<file path="config.mk">
export PLATFORM = sky130hd
export DESIGN_NAME = sss_cell
export DESIGN_NICKNAME = d
export VERILOG_FILES = /design/src/hw/rtl/assert_macros.svh /design/src/hw/rtl/sss_pkg.sv /design/src/hw/rtl/sss_cell.sv
export SDC_FILE = /design/constraint.sdc
export NUM_CORES = 2
export LEC_CHECK = 0
export BUFFER_PORTS_ARGS = -buffer_cell sky130_fd_sc_hd__clkbuf_2
export CORE_AREA = 10 10 397 399
export CTS_CLUSTER_SIZE = 16
export DETAILED_ROUTE_END_ITERATION = 12
export DIE_AREA = 0 0 407 409
export GPL_ROUTABILITY_DRIVEN = 0
export GPL_TIMING_DRIVEN = 0
export PLACE_DENSITY_LB_ADDON = 0.25
export SYNTH_ARGS = -nofsm -noshare
export SYNTH_HDL_FRONTEND = slang
export SYNTH_SLANG_ARGS = --single-unit
</file>
<file path="constraint.sdc">
create_clock -name clk -period 28.5 [get_ports clk]
set_input_delay 1.425 -clock clk [delete_from_list [all_inputs] [get_ports clk]]
set_output_delay 1.425 -clock clk [all_outputs]
set_load 0.005 [all_outputs]
</file>
<file path="src/hw/rtl/assert_macros.svh">
// Assertion macros shared by the RTL.
// No dependencies; bodies are empty when SYNTHESIS is defined.
`ifndef ASSERT_MACROS_SVH
`define ASSERT_MACROS_SVH
`ifndef SYNTHESIS
`define SSS_ASSERT(lbl, clk, rst_n, expr) \
	lbl: assert property (@(posedge clk) disable iff (!rst_n) (expr)) else $error("lbl");
`define SSS_ASSERT_NEXT(lbl, clk, rst_n, ante, cons) \
	lbl: assert property (@(posedge clk) disable iff (!rst_n) (ante) |=> (cons)) else $error("lbl");
`else
`define SSS_ASSERT(lbl, clk, rst_n, expr)
`define SSS_ASSERT_NEXT(lbl, clk, rst_n, ante, cons)
`endif
`endif

</file>
<file path="src/hw/rtl/sss_pkg.sv">
// Shared types and constants of the state-space step block.
// No dependencies.
package sss_pkg;
	localparam int NCELL = 8;
	localparam int NIN = 4;
	localparam int FRAC = 16;
	localparam int ACC_W = 68;
	localparam int DRAIN_CYC = NCELL + 4;

	typedef enum logic [2:0] {
		OP_LOAD_A = 3'd0,
		OP_LOAD_B = 3'd1,
		OP_SET_X  = 3'd2,
		OP_SET_U  = 3'd3,
		OP_STEP   = 3'd4,
		OP_STEP_Z = 3'd5
	} op_t;

	typedef enum logic [0:0] {
		REG_STATES = 1'b0,
		REG_INPUTS = 1'b1
	} reg_t;

	typedef struct packed {
		logic        vld;
		logic        first;
		logic        is_b;
		logic [2:0]  col;
		logic [31:0] val;
	} tok_t;

	typedef struct packed {
		logic        vld;
		logic        is_b;
		logic [2:0]  row;
		logic [2:0]  col;
		logic [31:0] val;
	} cwr_t;
endpackage

</file>
<file path="src/hw/rtl/sss_cell.sv">
// One cell of the chain: holds one row of Ad and Bd, a multiplier and
// an accumulator. Operand items pass through to the next cell. Uses sss_pkg.
module sss_cell (
	input  logic                     clk,
	input  logic                     arst_n,
	input  logic [2:0]               cell_id,
	input  sss_pkg::cwr_t            wr,
	input  sss_pkg::tok_t            tok_in,
	output sss_pkg::tok_t            tok_out,
	output logic signed [sss_pkg::ACC_W-1:0] acc
);
	import sss_pkg::*;

	logic [31:0] ad_q [NCELL];
	logic [31:0] bd_q [NIN];
	tok_t tok_q;
	logic signed [63:0] prod_s1;
	logic pvld_s1, pfirst_s1;
	logic signed [ACC_W-1:0] acc_q;
	logic [31:0] coef;

	always_ff @(posedge clk) begin
		if (wr.vld && wr.row == cell_id) begin
			if (!wr.is_b)
				ad_q[wr.col] <= wr.val;
			else if (!wr.col[2])
				bd_q[wr.col[1:0]] <= wr.val;
		end
	end

	always_ff @(posedge clk or negedge arst_n) begin
		if (!arst_n) begin
			tok_q <= '0;
			pvld_s1 <= 1'b0;
			pfirst_s1 <= 1'b0;
		end else begin
			tok_q <= tok_in;
			pvld_s1 <= tok_q.vld;
			pfirst_s1 <= tok_q.first;
		end
	end

	assign coef = tok_q.is_b ? bd_q[tok_q.col[1:0]] : ad_q[tok_q.col];

	always_ff @(posedge clk) begin
		prod_s1 <= $signed(coef) * $signed(tok_q.val);
		if (pvld_s1)
			acc_q <= pfirst_s1 ? ACC_W'(prod_s1) : acc_q + ACC_W'(prod_s1);
	end

	assign tok_out = tok_q;
	assign acc = acc_q;
endmodule

</file>
Word-level counts from Yosys, hierarchy flattened
Memory sizes are Yosys's and may differ from the RTL's.
Cells that the tools add are included.
{"block": "totals", "reg_bits": 172, "ram_bits": 384, "in_bits": 83, "out_inout_bits": 106, "wordCells": 24, "n_memories": 2}
{"name": "ad_q", "depth": 8, "word_bits": 32, "rd": 1, "rd_clocked_by_memory_dff": 0, "wr": 1, "line_no": "sss_cell.sv:14", "text": "logic [31:0] ad_q [NCELL];"}
{"name": "bd_q", "depth": 4, "word_bits": 32, "rd": 1, "rd_clocked_by_memory_dff": 0, "wr": 1, "line_no": "sss_cell.sv:15", "text": "logic [31:0] bd_q [NIN];"}
{"block": "op_classes", "add_sub_neg": 1, "multipliers": 1, "n_eq_ne": 1, "muxes": 9, "reduce_logical": 1}
{"op": "adder 68 x 64 -> 68 bit", "count": 1}
{"op": "2-to-1 mux 68 bit", "count": 1}
{"op": "multiplier 32 x 32 -> 64 bit", "count": 1}
{"op": "2-to-1 mux 32 bit", "count": 1}
{"op": "2-to-1 mux 1 bit", "count": 7}
{"op": "== test 3 bit", "count": 1}
{"op": "logical AND 1 bit", "count": 1}

Depth between registers and ports, before layout
{"block": "depth", "word_depth": 4, "depth_mapped": 36, "mapped_depth_nobuf": 31}

Least setup slack after synthesis
Ideal clock, no wire load.
{"block": "synth_path", "path_kind": "flip-flop to flip-flop", "start": "reg tok_q, in the netlist tok_out[32]", "end": "reg prod_s1[62]", "setup_ns": 0.131, "arrival_time_ns": 9.242, "t_required_ns": 28.369, "path_slack_ns": 19.128, "stages_incl_launch_ff": 37, "path_buffers": 6, "synth_period_minus_slack_ns": 9.372, "cell_sequence": "dfrtp_1 > buf_2 > buf_4 > buf_2 > buf_2 > mux4_2 > nand2_1 > o21ai_0 > clkbuf_1 > nand2_1 > inv_1 > fa_1 > inv_1 > fa_1 > inv_1 > fa_1 > fa_1 > inv_1 > fa_1 > inv_1 > fa_1 > inv_1 > fa_1 > inv_1 > fa_1 > ha_1 > clkbuf_1 > nand2_1 > nand2_1 > a21o_1 > a21oi_1 > o21ai_0 > a21o_1 > a21o_1 > a211oi_1 > o31ai_1 > xor2_1"}
{"block": "synth_between", "elab_chain_len": 3, "elab_cells_between_ends": 4, "classes_between": "mul: 1; mux: 1; memory: 2"}
{"element": "start: declaration", "line_no": "sss_cell.sv:16", "text": "tok_t tok_q;"}
{"element": "start signal: assignment", "line_no": "sss_cell.sv:37", "text": "tok_q <= tok_in;"}
{"element": "memory (8 x 32 bit) / memory (4 x 32 bit) (equally long branches)"}
{"element": "2-to-1 mux 32 bit (*)", "line_no": "sss_cell.sv:43", "text": "assign coef = tok_q.is_b ? bd_q[tok_q.col[1:0]] : ad_q[tok_q.col];"}
{"element": "multiplier 32 x 32 -> 64 bit (*)", "line_no": "sss_cell.sv:46", "text": "prod_s1 <= $signed(coef) * $signed(tok_q.val);"}
{"element": "end signal: assignment", "line_no": "sss_cell.sv:46"}
{"element": "end: declaration", "line_no": "sss_cell.sv:17", "text": "logic signed [63:0] prod_s1;"}
Every way passes the cells marked *; elsewhere a longest branch is shown, timed or not.
A chain may end at the register's enable or synchronous reset.

Worst setup path after layout
{"block": "layout_path", "start": "reg tok_q, in the netlist tok_out[34]", "end": "reg prod_s1[60]"}
{"block": "layout_between", "elab_chain_len": 3}
{"element": "memory (8 x 32 bit)"}
{"element": "2-to-1 mux 32 bit", "line_no": "sss_cell.sv:43"}
{"element": "multiplier 32 x 32 -> 64 bit", "line_no": "sss_cell.sv:46"}
No other way between the ends.

==> impl_metrics.toml <==
[logic_synthesis]
ys_seq_area_share_pct = 26.65
syn_inst = 5380
synth_fp_nets = 6797
syn-cell-area_um2 = 59490
synth_top_area_cell = "fa_1"
yosys_register_bits = 556
synth_edf_count = 452
synth_cell_type_count = 74
synth-async-reset-ratio_pct = 7.194
synth_ff_type = "edfxtp_1"
synth.area.top_cells = "fa_1, edfxtp_1, inv_1"
avgSynthCellArea_um2 = 11.06
yosysWarnings = 0
synth_top_area_share_pct = 36.45

[floorplanning]
core_um2 = 149400
start_util_pct = 39.81
dieArea_um2 = 166500
die_w_um = 407
die_height_um = 409
rows = 142
io_pins = 189

[sta]
rsz0062_at_grt = "no"
skew_ns = 0.03987
max_freq_mhz = 81.57
setup-tns-final_ns = 0
layout_worst_path_cycle_share_pct = 43.01
timing_hold_violations_final = 0
setup_viol = 0
max_slew.worst_pin.slew_ns = 1.442
hold_slack_ns = 0.3871
maxSlewHeadroom_pct = 2.859
setup_slack_ns = 16.24
final_max_slew_viol_count = 0
fin_crit_ns = 12.26

[run_status]
status = "completed"

[detailed_routing]
drcViolationCount = 0
avgRoutedWirePerCell_um = 25.13
postRouteAntennaNets = 0
vias = 40908
vias_per_cell = 5.287
firstDrtPassIters = 5
drt_first_iter_violations = 3943
wl_um = 194400

[critical_path]
path_class = "reg -> reg"
ff2ff_setup_slack_ns = 16.24
start_kind = "flip-flop"
arrival_ns = 12.89
critPathMaxStageDelay_ns = 0.91
required_ns = 29.13
critical_path.slowest_cell = "o21ai_0"
crit_fanout = 10
endpoint_kind = "flip-flop"
cp_common_cell = "fa_1"

[placement]
dp_hpwl_um = 156700
post-place-ws_ns = 16.19
dp.cells = 7619
io_buffers = 187

[layout]
drive_above_1_share_pct = 8.052
finalNonFillerCells = 7737
area_growth_pct = 10.04
nFillCells = 14191
nets = 7080

[cts]
clock-sinks = 556
cts-root-buf = "clkbuf_16"
numCtsBuffers = 58
cts_max_level = 2
clock_latency_ns = 0.71
clk_pin_slew_worst_paths_ns = 0.06
cts_buffer_depth = 3
cts_tree = "done"
ctsResizeCount = 0
post_cts_buffers = 0
postCtsHoldBufs = 0

[global_route]
grt_pass1_vias = 43789
grt_usage_pct = 23.52
grt_max_degree = 69
antenna_found_initial = 13
grt_pass1_wl_um = 287900
grt_overflow = 0

[run]
drv_cap = 0

[worst_hold_path]
hp-class = "reg -> reg"
## registers in the layout, summed over array words and instances, names as in the netlist
signal	count
pfirst_s1	1
prod_s1	64
bd_q	128
acc	68
pvld_s1	1
ad_q	256
tok_out	38
## Yosys cell counts, drive strengths merged, types with 4 or more instances
cell    instances
fa           1083
inv          1003
nand2         654
and2          501
edfxtp        452
clkbuf        251
ha            251
o21ai         167
a21oi         145
nor2          102
mux4           96
a21o           92
xnor2          90
dfxtp          64
xor2           44
dfrtp          40
nor2b          38
mux2i          33
nand3          25
o21bai         25
and3           20
nand2b         17
buf            16
nand4          16
nor3           15
a211oi         12
a31oi          12
o21a           12
or2            11
a221oi          8
a41oi           7
o31ai           7
or3             6
a31o            5
nor4            5
a211o           4
a311oi          4
o211ai          4
## critical path, delay by kind of cell, from the launching register on
kind | cells | cell delay [ns]
compound gates | 8 | 2.63
fa+ha+maj | 9 | 4.90
xor+xnor | 1 | 0.15
buf+inv | 5 | 2.56
simple gates | 4 | 1.12
mux | 2 | 0.45
flops | 1 | 0.36
## logic make-up after synthesis
logic type                 after synthesis  synth area share [%]
DFF                                    556                 26.65
xor gates and xnor gates               134                 1.973
buffers and inverters                 1270                 8.043
AOI/OAI and AO/OA                      534                 5.660
adders and majority gates             1334                 41.73
and+or+nand+nor                       1421                 11.72
muxes                                  131                 4.228
## layout by cell type (no fill, tap or decap), drive strengths merged, types with 25 or more instances in the layout
cell    netlist  final
edfxtp      452    452
a21o         92     92
o21bai       25     25
nor2b        38     38
nor2        102    102
ha          251    251
nand3        25     25
nand2       654    654
o21ai       167    167
mux4         96     96
xnor2        90     90
xor2         44     44
dfxtp        64     64
inv        1003   1007
clkinv        0     27
mux2i        33     33
buf          16     52
a21oi       145    145
and2        501    501
dfrtp        40     40
clkbuf      251    510
fa         1083   1083
## layer usage
| metal | global-route usage (%) | up-vias | part of all wire (%) |
|---|---|---|---|
| met4 | 10.30 | 12 | 5.1 |
| met3 | 7.280 | 429 | 11 |
| met2 | 36.28 | 1905 | 45 |
| met1 | 30.36 | 21135 | 39 |
| li1 | - | 17427 | - |
| met5 | 0 | - | 0.037 |
## per-stage QoR
stage	utilization (%)	area, um2
finish	43.81	65460
CTS	43.79	65440
detailed placement	42.50	63500
floorplan	-	59490
global route	43.80	65440
global placement	42.13	62940
## final timing paths
| path | to | cells past startpoint | startpoint |
|---|---|---|---|
| max | prod_s1[60]$_DFF_P_ | 29 | tok_out[34]$_DFF_PN0_ |
| max in group asynchronous | pvld_s1$_DFF_PN0_ | 1 | arst_n |
| min reg2reg | pfirst_s1$_DFF_PN0_ | 0 | tok_out[36]$_DFF_PN0_ |
| min in group asynchronous | tok_out[3]$_DFF_PN0_ | 1 | arst_n |
| max reg2reg | prod_s1[60]$_DFF_P_ | 29 | tok_out[34]$_DFF_PN0_ |
| min | pfirst_s1$_DFF_PN0_ | 0 | tok_out[36]$_DFF_PN0_ |
## area by class of cell
| cell class | count | area, um2 | share of cell area (%) |
|---|---|---|---|
| timing repair buffer | 223 | 1406 | 2.148 |
| multi-input combinational | 3554 | 38930 | 59.47 |
| clock buffer | 72 | 1589 | 2.428 |
| tap | 2016 | 2522 | 3.853 |
| antenna | 8 | 20.02 | 0.03058 |
| inverter | 1003 | 3765 | 5.751 |
| sequential | 556 | 15860 | 24.23 |
| buffer | 267 | 1020 | 1.558 |
| clock inverter | 38 | 346.6 | 0.5295 |
Power is not shown: default switching activity piles up to over one toggle a cycle in this logic, so the estimate is an artifact.
